--- config.mk ---
export PLATFORM = sky130hd
export DESIGN_NAME = quaternion_window_average_unit
export DESIGN_NICKNAME = d
export VERILOG_FILES = /design/src/hdl/qwa_pkg.sv /design/src/hdl/qwa_ram.sv /design/src/hdl/qwa_queue.sv /design/src/hdl/qwa_front.sv /design/src/hdl/qwa_back.sv /design/src/hdl/quaternion_window_average_unit.sv
export SDC_FILE = /design/constraint.sdc
export NUM_CORES = 2
export LEC_CHECK = 0
export ABC_AREA = 1
export BUFFER_PORTS_ARGS = -buffer_cell sky130_fd_sc_hd__buf_2
export CELL_PAD_IN_SITES_DETAIL_PLACEMENT = 0
export CELL_PAD_IN_SITES_GLOBAL_PLACEMENT = 1
export CORE_AREA = 2 2 519 521
export DETAILED_ROUTE_END_ITERATION = 12
export DIE_AREA = 0 0 521 523
export GPL_TIMING_DRIVEN = 0
export PLACE_DENSITY = 0.77
export SLEW_MARGIN = 20
export SYNTH_ARGS = -nofsm -noshare
export SYNTH_HDL_FRONTEND = slang
export SYNTH_SLANG_ARGS = --single-unit
--- constraint.sdc ---
create_clock -name clock -period 45.2 [get_ports clock]
set_input_delay 9.04 -clock clock [delete_from_list [all_inputs] [get_ports clock]]
set_output_delay 9.04 -clock clock [all_outputs]
set_load 0.005 [all_outputs]
--- src/hdl/qwa_pkg.sv ---
package qwa_pkg;

   // Width of one Q1.15 quaternion component.
   localparam int QW = 16;

   // Squared length threshold (Q2.30) below which a sample counts as near zero.
   localparam logic [63:0] NEAR_ZERO_SQ = 64'd10737419;

   // Depth of the queue between the front and back parts.
   localparam int QUEUE_DEPTH = 2;

   // One orientation sample as stored and carried between the parts.
   typedef struct packed {
      logic signed [QW-1:0] x;
      logic signed [QW-1:0] y;
      logic signed [QW-1:0] z;
      logic signed [QW-1:0] w;
   } quat_type;

endpackage

--- src/hdl/qwa_ram.sv ---
module qwa_ram #(
   parameter int WIDTH = 64,
   parameter int DEPTH = 16
) (
   input  logic                     clock,
   input  logic                     wr_en,
   input  logic [$clog2(DEPTH)-1:0] wr_addr,
   input  logic [WIDTH-1:0]         wr_data,
   input  logic [$clog2(DEPTH)-1:0] rd_addr,
   output logic [WIDTH-1:0]         rd_data
);

   logic [WIDTH-1:0] mem_ff [DEPTH];
   logic [WIDTH-1:0] rd_data_ff;

   // Single write port, registered read port.
   always_ff @(posedge clock) begin
      if (wr_en) begin
         mem_ff[wr_addr] <= wr_data;
      end
      rd_data_ff <= mem_ff[rd_addr];
   end

   assign rd_data = rd_data_ff;

endmodule

--- src/hdl/qwa_queue.sv ---
module qwa_queue #(
   parameter int WIDTH = 8,
   parameter int DEPTH = 2
) (
   input  logic             clock,
   input  logic             reset,
   input  logic             push,
   input  logic [WIDTH-1:0] push_data,
   output logic             full,
   input  logic             pop,
   output logic [WIDTH-1:0] pop_data,
   output logic             empty
);

   localparam int PW = (DEPTH > 1) ? $clog2(DEPTH) : 1;
   localparam int CW = $clog2(DEPTH + 1);

   logic [WIDTH-1:0] data_ff [DEPTH];
   logic [PW-1:0]    head_ff, head_in, tail_ff, tail_in;
   logic [CW-1:0]    count_ff, count_in;
   logic             do_push, do_pop;

   assign full     = (count_ff == CW'(DEPTH));
   assign empty    = (count_ff == '0);
   assign do_push  = push && !full;
   assign do_pop   = pop && !empty;
   assign pop_data = data_ff[head_ff];

   // Pointer and count updates for each transfer.
   always_comb begin
      head_in  = head_ff;
      tail_in  = tail_ff;
      count_in = count_ff;
      if (do_push) begin
         tail_in = (tail_ff == PW'(DEPTH - 1)) ? '0 : tail_ff + 1'b1;
      end
      if (do_pop) begin
         head_in = (head_ff == PW'(DEPTH - 1)) ? '0 : head_ff + 1'b1;
      end
      if (do_push && !do_pop) begin
         count_in = count_ff + 1'b1;
      end else if (do_pop && !do_push) begin
         count_in = count_ff - 1'b1;
      end
   end

   always_ff @(posedge clock) begin
      if (reset) begin
         head_ff  <= '0;
         tail_ff  <= '0;
         count_ff <= '0;
      end else begin
         head_ff  <= head_in;
         tail_ff  <= tail_in;
         count_ff <= count_in;
      end
   end

   // Entry storage needs no reset.
   always_ff @(posedge clock) begin
      if (do_push) begin
         data_ff[tail_ff] <= push_data;
      end
   end

endmodule

--- src/hdl/qwa_front.sv ---
module qwa_front
   import qwa_pkg::*;
#(
   parameter int MAX_WINDOW = 16,
   parameter int SW         = 20,
   parameter int EW         = 209
) (
   input  logic                          clock,
   input  logic                          reset,
   input  logic                          csr_wr_en,
   input  logic [4:0]                    csr_wr_data,
   input  logic                          req_push,
   output logic                          req_full,
   input  quat_type                      req_q,
   input  logic                          req_restart,
   output logic                          ent_push,
   output logic [EW-1:0]                 ent_data,
   input  logic                          ent_full,
   output logic                          ram_wr_en,
   output logic [$clog2(MAX_WINDOW)-1:0] ram_wr_addr,
   output quat_type                      ram_wr_data,
   output logic [$clog2(MAX_WINDOW)-1:0] ram_rd_addr,
   input  quat_type                      ram_rd_data
);

   localparam int SLOT_W = $clog2(MAX_WINDOW);
   localparam int LEN_W  = $clog2(MAX_WINDOW + 1);
   localparam int CMP_W  = (LEN_W > 5) ? LEN_W : 5;

   typedef enum logic [2:0] {
      F_IDLE = 3'b001,
      F_READ = 3'b010,
      F_UPD  = 3'b100
   } front_state_type;

   front_state_type   state_ff, state_in;
   logic [4:0]        wl_ff;
   quat_type          q_ff, last_ff;
   logic [SLOT_W-1:0] slot_ff, slot_eff;
   logic [LEN_W-1:0]  fill_ff, len;
   logic signed [SW-1:0] sum_ff [4];
   logic signed [SW-1:0] sum_new [4];
   logic signed [QW-1:0] new_c [4];
   logic signed [QW-1:0] old_c [4];
   logic              accept, win_full, clear_hist, update;

   function automatic logic signed [SW-1:0] sext(input logic signed [QW-1:0] c);
      sext = {{(SW-QW){c[QW-1]}}, c};
   endfunction

   assign accept   = req_push && (state_ff == F_IDLE);
   assign req_full = (state_ff != F_IDLE);
   assign update   = (state_ff == F_UPD) && !ent_full;

   // Effective window length, clamped to 1..MAX_WINDOW.
   always_comb begin
      if (wl_ff == 5'd0) begin
         len = LEN_W'(1);
      end else if (CMP_W'(wl_ff) > CMP_W'(MAX_WINDOW)) begin
         len = LEN_W'(MAX_WINDOW);
      end else begin
         len = LEN_W'(wl_ff);
      end
   end

   assign slot_eff = (LEN_W'(slot_ff) >= len) ? '0 : slot_ff;
   assign win_full = (fill_ff >= len);

   // New running sums: drop the oldest sample when the window is full.
   assign new_c = '{q_ff.x, q_ff.y, q_ff.z, q_ff.w};
   assign old_c = '{ram_rd_data.x, ram_rd_data.y, ram_rd_data.z, ram_rd_data.w};
   always_comb begin
      for (int i = 0; i < 4; i++) begin
         sum_new[i] = sum_ff[i] + sext(new_c[i])
                      - (win_full ? sext(old_c[i]) : SW'(0));
      end
   end

   assign ram_rd_addr = slot_eff;
   assign ram_wr_addr = slot_eff;
   assign ram_wr_data = q_ff;
   assign ram_wr_en   = update;
   assign ent_push    = update;
   assign ent_data    = {q_ff, last_ff, sum_new[0], sum_new[1], sum_new[2], sum_new[3],
                         (len == LEN_W'(1))};

   assign clear_hist = csr_wr_en || (accept && req_restart);

   // Sequencer: accept, read the oldest entry, then update and hand off.
   always_comb begin
      state_in = state_ff;
      case (state_ff)
         F_IDLE: begin
            if (accept) state_in = F_READ;
         end
         F_READ: state_in = F_UPD;
         F_UPD: begin
            if (update) state_in = F_IDLE;
         end
         default: state_in = F_IDLE;
      endcase
   end

   always_ff @(posedge clock) begin
      if (reset) begin
         state_ff <= F_IDLE;
         wl_ff    <= 5'd16;
         slot_ff  <= '0;
         fill_ff  <= '0;
         last_ff  <= '0;
         for (int i = 0; i < 4; i++) sum_ff[i] <= '0;
      end else begin
         state_ff <= state_in;
         if (csr_wr_en) begin
            wl_ff <= csr_wr_data;
         end
         if (clear_hist) begin
            slot_ff <= '0;
            fill_ff <= '0;
            last_ff <= '0;
            for (int i = 0; i < 4; i++) sum_ff[i] <= '0;
         end else if (update) begin
            slot_ff <= (LEN_W'(slot_eff) + 1'b1 >= len) ? '0 : slot_eff + 1'b1;
            if (!win_full) fill_ff <= fill_ff + 1'b1;
            last_ff <= q_ff;
            for (int i = 0; i < 4; i++) sum_ff[i] <= sum_new[i];
         end
      end
   end

   // Captured sample.
   always_ff @(posedge clock) begin
      if (accept) begin
         q_ff <= req_q;
      end
   end

endmodule

--- src/hdl/qwa_back.sv ---
module qwa_back
   import qwa_pkg::*;
#(
   parameter int SW = 20,
   parameter int EW = 209
) (
   input  logic          clock,
   input  logic          reset,
   input  logic [EW-1:0] ent_data,
   input  logic          ent_empty,
   output logic          ent_pop,
   output logic          rsp_empty,
   input  logic          rsp_pop,
   output quat_type      rsp_q,
   output logic          rsp_passed_through
);

   typedef enum logic [6:0] {
      B_IDLE = 7'b0000001,
      B_LSQ  = 7'b0000010,
      B_SSQ  = 7'b0000100,
      B_NORM = 7'b0001000,
      B_SQRT = 7'b0010000,
      B_DIV  = 7'b0100000,
      B_OUT  = 7'b1000000
   } back_state_type;

   back_state_type state_ff;
   quat_type       q_ff, last_ff, o_q, rsp_q_ff;
   logic signed [SW-1:0] sums_ff [4];
   logic signed [QW-1:0] last_c [4];
   logic signed [QW-1:0] o_ff [4];
   logic           len1_ff, o_pass_ff, rsp_valid_ff, rsp_pass_ff;
   logic [2:0]     cnt_ff;
   logic [1:0]     ci_ff;
   logic [63:0]    acc_ff, v_ff, res_ff, bit_ff, total, trial;
   logic [2*SW-1:0] prod_ff;
   logic [SW-1:0]  op;
   logic [4:0]     half_ff, dcnt_ff;
   logic [47:0]    num_ff;
   logic [48:0]    dv_ff;
   logic [16:0]    quo_ff;
   logic           load_rsp;

   function automatic logic [SW-1:0] mag(input logic signed [SW-1:0] s);
      mag = s[SW-1] ? SW'(-s) : SW'(s);
   endfunction

   // Dividend for one component: |s| * 2^(16 + half) + r.
   function automatic logic [47:0] dividend(input logic signed [SW-1:0] s,
                                            input logic [4:0] h,
                                            input logic [63:0] r);
      logic [30:0] ash;
      ash = 31'({{31{1'b0}}, mag(s)} << h);
      dividend = {1'b0, ash, 16'd0} + 48'(r[31:0]);
   endfunction

   // Round-to-Q1.15 with saturation, sign taken from the sum.
   function automatic logic signed [QW-1:0] encode(input logic signed [SW-1:0] s,
                                                   input logic [16:0] m);
      logic [16:0] t;
      if (s[SW-1]) begin
         t = (m > 17'd32768) ? 17'd32768 : m;
         encode = QW'(17'h10000 - t);
      end else begin
         encode = (m > 17'd32767) ? 16'sd32767 : QW'(m);
      end
   endfunction

   assign last_c = '{last_ff.x, last_ff.y, last_ff.z, last_ff.w};

   // Operand of the shared squarer.
   always_comb begin
      if (state_ff == B_LSQ) begin
         op = SW'(mag(SW'(last_c[cnt_ff[1:0]])));
      end else begin
         op = mag(sums_ff[cnt_ff[1:0]]);
      end
   end

   assign total     = acc_ff + 64'(prod_ff);
   assign trial     = res_ff + bit_ff;
   assign ent_pop   = (state_ff == B_IDLE) && !ent_empty;
   assign load_rsp  = (state_ff == B_OUT) && (!rsp_valid_ff || rsp_pop);
   assign rsp_empty = !rsp_valid_ff;
   assign rsp_q     = rsp_q_ff;
   assign rsp_passed_through = rsp_pass_ff;
   assign o_q       = '{x: o_ff[0], y: o_ff[1], z: o_ff[2], w: o_ff[3]};

   // Control state.
   always_ff @(posedge clock) begin
      if (reset) begin
         state_ff     <= B_IDLE;
         rsp_valid_ff <= 1'b0;
      end else begin
         if (load_rsp) begin
            rsp_valid_ff <= 1'b1;
         end else if (rsp_pop) begin
            rsp_valid_ff <= 1'b0;
         end
         case (state_ff)
            B_IDLE: begin
               if (!ent_empty) state_ff <= B_LSQ;
            end
            B_LSQ: begin
               if (cnt_ff == 3'd4) begin
                  state_ff <= (total < NEAR_ZERO_SQ || len1_ff) ? B_OUT : B_SSQ;
               end
            end
            B_SSQ: begin
               if (cnt_ff == 3'd4) begin
                  state_ff <= (total == '0) ? B_OUT : B_NORM;
               end
            end
            B_NORM: begin
               if (v_ff >= 64'h1000_0000_0000_0000) state_ff <= B_SQRT;
            end
            B_SQRT: begin
               if (bit_ff == '0) state_ff <= B_DIV;
            end
            B_DIV: begin
               if (dcnt_ff == '0 && ci_ff == 2'd3) state_ff <= B_OUT;
            end
            B_OUT: begin
               if (load_rsp) state_ff <= B_IDLE;
            end
            default: state_ff <= B_IDLE;
         endcase
      end
   end

   // Datapath: squares, normalizing shift, square root and division.
   always_ff @(posedge clock) begin
      prod_ff <= op * op;
      case (state_ff)
         B_IDLE: begin
            {q_ff, last_ff, sums_ff[0], sums_ff[1], sums_ff[2], sums_ff[3], len1_ff}
               <= ent_data;
            cnt_ff <= '0;
            acc_ff <= '0;
         end
         B_LSQ, B_SSQ: begin
            if (cnt_ff == 3'd4) begin
               cnt_ff  <= '0;
               acc_ff  <= '0;
               v_ff    <= total;
               half_ff <= '0;
               if (state_ff == B_LSQ) begin
                  o_ff      <= '{q_ff.x, q_ff.y, q_ff.z, q_ff.w};
                  o_pass_ff <= 1'b1;
               end else begin
                  o_ff      <= '{default: '0};
                  o_pass_ff <= 1'b0;
               end
            end else begin
               if (cnt_ff != 3'd0) acc_ff <= total;
               cnt_ff <= cnt_ff + 1'b1;
            end
         end
         B_NORM: begin
            if (v_ff < 64'h1000_0000_0000_0000) begin
               v_ff    <= v_ff << 2;
               half_ff <= half_ff + 1'b1;
            end else begin
               res_ff <= '0;
               bit_ff <= 64'h4000_0000_0000_0000;
            end
         end
         B_SQRT: begin
            if (bit_ff != '0) begin
               if (v_ff >= trial) begin
                  v_ff   <= v_ff - trial;
                  res_ff <= (res_ff >> 1) + bit_ff;
               end else begin
                  res_ff <= res_ff >> 1;
               end
               bit_ff <= bit_ff >> 2;
            end else begin
               ci_ff   <= 2'd0;
               num_ff  <= dividend(sums_ff[0], half_ff, res_ff);
               dv_ff   <= {res_ff[31:0], 17'd0};
               dcnt_ff <= 5'd17;
               quo_ff  <= '0;
            end
         end
         B_DIV: begin
            if (dcnt_ff != '0) begin
               if ({1'b0, num_ff} >= dv_ff) begin
                  num_ff <= 48'({1'b0, num_ff} - dv_ff);
                  quo_ff <= {quo_ff[15:0], 1'b1};
               end else begin
                  quo_ff <= {quo_ff[15:0], 1'b0};
               end
               dv_ff   <= dv_ff >> 1;
               dcnt_ff <= dcnt_ff - 1'b1;
            end else begin
               o_ff[ci_ff] <= encode(sums_ff[ci_ff], quo_ff);
               ci_ff       <= ci_ff + 1'b1;
               num_ff      <= dividend(sums_ff[ci_ff + 1'b1], half_ff, res_ff);
               dv_ff       <= {res_ff[31:0], 17'd0};
               dcnt_ff     <= 5'd17;
               quo_ff      <= '0;
            end
         end
         B_OUT: begin
            if (load_rsp) begin
               rsp_q_ff    <= o_q;
               rsp_pass_ff <= o_pass_ff;
            end
         end
         default: begin
            cnt_ff <= '0;
         end
      endcase
   end

endmodule

--- src/hdl/quaternion_window_average_unit.sv ---
// Quaternion window average unit.
//
// Input channel: one orientation quaternion per transfer on req_in_x,
// req_in_y, req_in_z and req_in_w (Q1.15), with req_restart to clear the
// window first. A transfer happens when req_push is high and req_full is low.
// Result channel: the oldest result sits on rsp_out_x..rsp_out_w and
// rsp_passed_through while rsp_empty is low; it is taken when rsp_pop is high.
// Configuration: csr_wr_en writes csr_wr_data into the window length and
// clears the history; write it only while the unit is idle.
// The front part handles each item in order: accept, ring read, sum update.
// The back part takes a hand-off, the shared squarer on the previous sample
// and, for an averaged item, the squarer on the sums, normalizing shifts,
// the square root and the division of each component; both kinds end
// with an output step. Neither part takes a new item before it is
// through with the last one, and the serial square root and divider in
// the back part limit the throughput.
// A two-entry queue decouples the parts, and a result register lets the
// back part finish while the receiver stalls; it then waits in place.
// Reset clears the history, sets the window length to 16 and empties both
// channels.
module quaternion_window_average_unit
   import qwa_pkg::*;
#(
   parameter int MAX_WINDOW = 16
) (
   input  logic              clock,
   input  logic              reset,
   input  logic              csr_wr_en,
   input  logic [4:0]        csr_wr_data,
   input  logic              req_push,
   output logic              req_full,
   input  logic signed [15:0] req_in_x,
   input  logic signed [15:0] req_in_y,
   input  logic signed [15:0] req_in_z,
   input  logic signed [15:0] req_in_w,
   input  logic              req_restart,
   output logic              rsp_empty,
   input  logic              rsp_pop,
   output logic signed [15:0] rsp_out_x,
   output logic signed [15:0] rsp_out_y,
   output logic signed [15:0] rsp_out_z,
   output logic signed [15:0] rsp_out_w,
   output logic              rsp_passed_through
);

   localparam int SW     = QW + $clog2(MAX_WINDOW);
   localparam int EW     = 2 * $bits(quat_type) + 4 * SW + 1;
   localparam int SLOT_W = $clog2(MAX_WINDOW);

   quat_type          req_q, rsp_q, ram_wr_data, ram_rd_data;
   logic              ent_push, ent_full, ent_pop, ent_empty, ram_wr_en;
   logic [EW-1:0]     ent_in, ent_out;
   logic [SLOT_W-1:0] ram_wr_addr, ram_rd_addr;

   assign req_q     = '{x: req_in_x, y: req_in_y, z: req_in_z, w: req_in_w};
   assign rsp_out_x = rsp_q.x;
   assign rsp_out_y = rsp_q.y;
   assign rsp_out_z = rsp_q.z;
   assign rsp_out_w = rsp_q.w;

   // Front part: window bookkeeping.
   qwa_front #(.MAX_WINDOW(MAX_WINDOW), .SW(SW), .EW(EW)) u_front (
      .clock       (clock),
      .reset       (reset),
      .csr_wr_en   (csr_wr_en),
      .csr_wr_data (csr_wr_data),
      .req_push    (req_push),
      .req_full    (req_full),
      .req_q       (req_q),
      .req_restart (req_restart),
      .ent_push    (ent_push),
      .ent_data    (ent_in),
      .ent_full    (ent_full),
      .ram_wr_en   (ram_wr_en),
      .ram_wr_addr (ram_wr_addr),
      .ram_wr_data (ram_wr_data),
      .ram_rd_addr (ram_rd_addr),
      .ram_rd_data (ram_rd_data)
   );

   // Sample ring.
   qwa_ram #(.WIDTH($bits(quat_type)), .DEPTH(MAX_WINDOW)) u_ring (
      .clock   (clock),
      .wr_en   (ram_wr_en),
      .wr_addr (ram_wr_addr),
      .wr_data (ram_wr_data),
      .rd_addr (ram_rd_addr),
      .rd_data (ram_rd_data)
   );

   // Queue between the parts.
   qwa_queue #(.WIDTH(EW), .DEPTH(QUEUE_DEPTH)) u_queue (
      .clock     (clock),
      .reset     (reset),
      .push      (ent_push),
      .push_data (ent_in),
      .full      (ent_full),
      .pop       (ent_pop),
      .pop_data  (ent_out),
      .empty     (ent_empty)
   );

   // Back part: normalization.
   qwa_back #(.SW(SW), .EW(EW)) u_back (
      .clock              (clock),
      .reset              (reset),
      .ent_data           (ent_out),
      .ent_empty          (ent_empty),
      .ent_pop            (ent_pop),
      .rsp_empty          (rsp_empty),
      .rsp_pop            (rsp_pop),
      .rsp_q              (rsp_q),
      .rsp_passed_through (rsp_passed_through)
   );

endmodule

# --- Word-level counts from Yosys, hierarchy flattened ---
# Memories as Yosys holds them, arrays and structs flattened. A register that Yosys moved wholly into a read port is not among the register bits.
# Cells that the tools add are included.
totals:
  reg_bits: 712
  mem_bits_rw: 1522
  inputBits: 75
  out_inout_bits: 67
  elab_cells: 301
  memories: 3
mem_list:
  columns: ["memory", "depth", "word_bits", "read_ports", "rd_clocked_by_memory_dff", "wr", "line_no", "rtl"]
  rows:
  - ["u_ring.mem_ff", 16, 64, 1, 1, 1, "qwa_ram.sv:13", "logic [WIDTH-1:0] mem_ff [DEPTH];"]
  - ["u_queue.data_ff", 2, 209, 1, 1, 1, "qwa_queue.sv:18", "logic [WIDTH-1:0] data_ff [DEPTH];"]
  - ["u_front.sum_ff", 4, 20, 4, 0, 4, "qwa_front.sv:41", "logic signed [SW-1:0] sum_ff [4];"]
op_classes:
  n_addsub: 31
  multipliers: 1
  magnitude_cmp: 15
  n_eq_ne: 33
  shift: 2
  muxes: 114
  bitwise: 12
  n_reduce_logical: 51
op_table:
  columns: ["op", "n"]
  rows:
  - ["2-to-1 mux 64 bit", 14]
  - ["one-hot mux 64 bit (2 select lines)", 4]
  - ["2-to-1 mux 20 bit", 23]
  - ["one-hot mux 64 bit (3 select lines)", 1]
  - ["2-to-1 mux 48 bit", 3]
  - ["logical NOT 64 bit", 2]
  - ["2-to-1 mux 16 bit", 8]
  - ["binary-select mux 20 bit (select 2 bit)", 3]
  - ["2-to-1 mux 49 bit", 2]
  - ["one-hot mux 49 bit (2 select lines)", 1]
  - ["adder 47 x 32 -> 48 bit", 2]
  - ["one-hot mux 48 bit (2 select lines)", 1]
  - ["adder 20 x 16 -> 20 bit", 4]
  - ["subtractor 20 bit", 4]
  - ["adder 63 x 64 -> 64 bit", 1]
  - ["adder 64 x 40 -> 64 bit", 1]
  - ["adder 64 bit", 1]
  - ["bitwise mux 64 bit", 1]
  - [">= comparator 64 x 61 -> 1 bit, second input constant", 1]
  - [">= comparator 64 bit", 1]
  - ["< comparator 64 x 24 -> 1 bit, second input constant", 1]
  - ["< comparator 64 x 61 -> 1 bit, second input constant", 1]
  - ["nonzero test 64 bit", 1]
  - ["subtractor 64 bit", 1]
  - ["70 further kinds", 177]

# --- Depth between registers and ports, before layout ---
logic_depth:
  ltp_word: 11
  depth_mapped: 47
  depth_no_buf: 44

# --- Cells and area by module ---
# A second synthesis with hierarchy kept.
hier_totals:
  hier_cells: 15066
  area_unflattened_um2: 140607.4
modules_own_cells:
  columns: ["mod", "instances", "cells_each", "area_each_um2", "seq_area_each_um2"]
  rows:
  - ["qwa_back", 1, 8077, 63439.6, 21720.8]
  - ["qwa_ram", 1, 4212, 45235.9, 32030.7]
  - ["qwa_front", 1, 2090, 16178.0, 5745.5]
  - ["qwa_queue", 1, 687, 15753.9, 12652.1]

# --- Least setup slack after synthesis ---
# Ideal clock, no wire load.
synth_timing:
  path_type: "reg2reg"
  start: "register u_back.state_ff[6]"
  end: "register u_back.v_ff[0], enable pin"
  setup_time_ns: 0.589
  arrival_time_ns: 27.074
  required_time_ns: 44.611
  path_slack_ns: 17.537
  stages_incl_launch_ff: 10
  n_path_buf: 0
  synth_period_minus_slack_ns: 27.663
  path_cell_list: "dfxtp_1 nor2_1 nand2_1 nor4_1 inv_1 nor3_1 nor4_1 nand2_1 nand2_1 a221oi_1"
synth_via:
  elab_chain_len: 4
  elab_cells_between_ends: 11
  classes_between: "eq/ne: 8; reduce/logical: 3"
synth_lines:
  columns: ["element", "line_no", "rtl"]
  rows:
  - ["start: declaration", "qwa_back.sv:28", "back_state_type state_ff;"]
  - ["start signal: assignment", "qwa_back.sv:107", "state_ff <= (total < NEAR_ZERO_SQ || len1_ff) ? B_OUT : B_SSQ;"]
  - ["start signal: assignment", "qwa_back.sv:112", "state_ff <= (total == '0) ? B_OUT : B_NORM;"]
  - ["equality test 7 x 3 -> 1 bit or equality test 7 x 2 -> 1 bit (tied branches)", "qwa_back.sv:135", "case (state_ff)"]
  - ["OR reduction 2 bit", "qwa_back.sv:135", null]
  - ["!= test 2 x 1 -> 1 bit (no source line) or nonzero test 3 bit (tied branches)", null, null]
  - ["AND reduction 5 bit (no source line) *", null, null]
  - ["end signal: assignment", "qwa_back.sv:146", "v_ff <= total;"]
  - ["end signal: assignment", "qwa_back.sv:162", "v_ff <= v_ff << 2;"]
  - ["end signal: assignment", "qwa_back.sv:172", "v_ff <= v_ff - trial;"]
  - ["end: declaration", "qwa_back.sv:36", "logic [63:0] acc_ff, v_ff, res_ff, bit_ff, total, trial;"]
# Every way passes the cells marked *; elsewhere a longest branch is shown, timed or not.
# A chain may end at the register's enable or synchronous reset.

==> results.md <==
* Number of iterations in the first detailed-routing pass at 6
* Final setup fails at 0
* Fillers at around 23000
* Std-Cell Rows at 190
* CP Cell Sequence: buf_2 > inv_1 > nor2_4 > nand2_1 > nand2_1 > nor2_1 > inv_1 > nor2_1 > inv_1 > clkbuf_1 > clkbuf_1 > nor2_1
* Area delta synth->final at 13.0%
* Largest net degree at the start of global routing at 56
* WL met3 at between 20000 and 30000 um
* Die Ht at ~520 um
* Reg2reg setup slack at 34.61 ns
* ANT nets after route at 0
* CTS tree: yes
* DR DRC count at 0
* WHS Path Cells at 0
* Relative slew slack at about 11%
* Commonest non-fill, non-tap cell in the layout: nand2_1
* Total track usage at between 30% and 40%
* WS Path Type: input port to register
* Clk root buf: clkbuf_16
* Register Area at between 70000 and 80000 um2
* Period utilisation layout at between 20% and 30%
* Critical path's largest stage delay at about 0.86 ns
* H-tree depth at 5
* Final Hold Violating Endpoints at 0
* Synth Flop Type: edfxtp_1
* Met2 WL at between 200000 and 250000 um
* Sequential area share after synthesis at 54.2%
* Core area at between 200000 and 300000 um2
* Synth Register Bits at 2474
* IO Port Bufs at approximately 140
* Number of DRC markers in iteration 0 at 9978
* Max frequency at ~0.084 GHz
* Worst slew pin tran at between 1 and 1.5 ns
* Crit-path max FO at 10
* DR vias/cell at roughly 5.6
* First-pass GRT wire length at ~660000 um
* Slowest library cell on the worst path: clkbuf_1
* Clock transition at path regs at ~0.06 ns
* Post-synth EDFFs at 2258
* RePlAce Congestion at approximately 0.96
* Commonest cells after routing, fill and taps aside: nand2_1, edfxtp_1, inv_1
* Area share of the largest cell type after synthesis at 51.0%
* Setup Buffers After CTS at 0
* Unrepaired setup endpoints after global routing: false
* Max layer used: met5
* Hold_buf cts at 0
* Max-Cap Viols at 0
* YS warnings at 0
* CP Data Required Time at 45.80 ns
* FF-to-FF path depth at 40
* Minimum clock period at roughly 12 ns
* Clock Latency Late Sink at 0.89 ns
* Total Nets Final at roughly 15000
* DR WL/cell at 25.3 um
* Clock sinks at between 2000 and 2500
* Layout cells sized above 1 at roughly 7.3%
* Synthesized cell area at between 100000 and 150000 um2
* Post-synth ARST share at 0%
* Worst R2R End: u_back.prod_ff[36]
* Area leader, netlist: edfxtp_1
* Die Area at 272000 um2
* Hold WC Path Type: register to register
* Vias in the first global route at between 100k and 150k
* Worst r2r src: u_back.cnt_ff[0]
* Initial antenna violation count at 21
* Worst clock skew at 0.0571 ns
* Syn avg cell area at 9.76 um2
* Area of the multi-input gates at roughly 52000 um2
* HP Start: u_back.o_ff[33]
* Initial Util at 49.8%
* Top post-synthesis cells by area: edfxtp_1, nand2_1, fa_1, ha_1, inv_1
* Met1 WL at ~180000 um
* Grt ovf at 0
* CTS Buffer Depth at 4
* Worst hold endpoint: u_back.rsp_q[33]
* Slew Viols, Final at 0
* Via count at 101000
* Post-CTS resize count at 0
* Distinct cells, synth at 85
* CTS buffer count at between 200 and 300
* Outcome: finished clean
* CP Capture Type: register
* Final WL at between 400000 and 500000 um
* Critical Path Start Type: input port
* Setup tns final at 0 ns
* Die width at about 520 um
* CP arrival at 12.52 ns
* Ports at 142
* Syn Inst Count at between 10000 and 15000
* DP HPWL at between 300000 and 400000 um
-- synth_stat cells, types with 14 or more instances --
library cell and instances:
clkbuf_1 375, inv_2 47, buf_4 14, nand2_1 2647, inv_1 1692, ha_1 517
nor2_2 21, nor4_1 36, fa_1 361, or2_2 42, o221ai_1 29, a21oi_1 665
o21ai_0 1153, o21ai_1 45, nor3_1 82, a31oi_1 76, nor2_1 1562, o211ai_1 57
xor2_1 220, nand2_2 34, nand4_1 122, buf_6 20, edfxtp_1 2258, buf_1 28
a32oi_1 25, a21o_1 19, o21a_1 34, o21bai_1 36, nand3_1 525, clkinv_1 14
nand3_2 24, xnor2_1 139, dfxtp_1 216, buf_2 32, o22ai_1 268
-- layer usage --
metal / global-route usage (%) / vias up
met1: 40.6 / 49500
met3: 4.15 / 847
li1: - / 47300
met5: 0 / -
met2: 57.0 / 3796
met4: 16.4 / 4
-- per-stage QoR --
step	area (um2)	setup WS (ns)	cells	hold WS [ns]	utilization, %
after global placement	138000	3.16	17300	0.406	51.8
after detailed placement	141000	32.33	17500	0.405	52.8
final	150000	33.28	18000	0.408	56.3
after CTS	150000	33.27	18000	0.418	56.2
after floorplan	133000	17.54	13600	0.400	-
after global routing	150000	33.21	18000	0.426	56.3
-- worst max-delay path, delay by kind of cell --
family,cells,cell delay (ns)
and+or+nand+nor,6,1.22
buffers and inverters,6,2.21
-- cell families after synthesis --
kind of cell	after synthesis	share of synthesized area [%]
muxes	1	0.00753
AOI/OAI and AO/OA	2514	10.5
other	2	0.00565
DFF	2474	54.2
adders and majority gates	878	10.3
xor gates and xnor gates	360	2.38
buffers and inverters	2240	6.62
and+or+nand+nor	5157	16.0
-- flip-flops by register name, indices dropped and copies added, names as in the netlist, 5 cells and up --
name,cells
u_front.wl_ff,5
u_back.last_c,64
u_front.ent_data,128
u_ring.rd_data,64
u_back.q_ff,64
u_front.sum_ff,80
u_back.num_ff,48
u_back.bit_ff,32
u_back.prod_ff,39
u_back.res_ff,64
u_ring.mem_ff,1024
u_back.rsp_q,64
u_back.o_ff,64
u_queue.data_ff,418
u_back.v_ff,64
u_back.state_ff,7
u_front.fill_ff,5
u_back.quo_ff,17
u_back.dcnt_ff,5
u_back.sums_ff,80
u_back.dv_ff,49
u_back.acc_ff,64
u_back.half_ff,5
-- how the worst max path moves through the flow --
stage,start,end,slack [ns],cells after the start
after floorplan,u_back.state_ff[6],u_back.v_ff[0],17.54,9
after global placement,u_back.state_ff[6],u_back.v_ff[58],3.16,9
after detailed placement,req_push,u_front.sum_ff[3][19],32.33,12
after CTS,req_push,u_front.sum_ff[1][19],33.27,12
after global routing,req_push,u_front.sum_ff[1][2],33.21,12
final,req_push,u_front.sum_ff[3][19],33.28,12
-- cell type report --
type	count	share of cell area, %
clock buffer	357	5.00
sequential	2474	48.0
inverter	1755	4.39
clock inverter	128	1.02
tap	3552	2.96
antenna	18	0.0300
buffer	485	1.49
multi-input combinational	8926	34.9
timing repair buffer	287	2.25
Power is left out: the tool's default activity adds up to more than one toggle a clock period on the data nets, which glitch-free logic cannot reach.
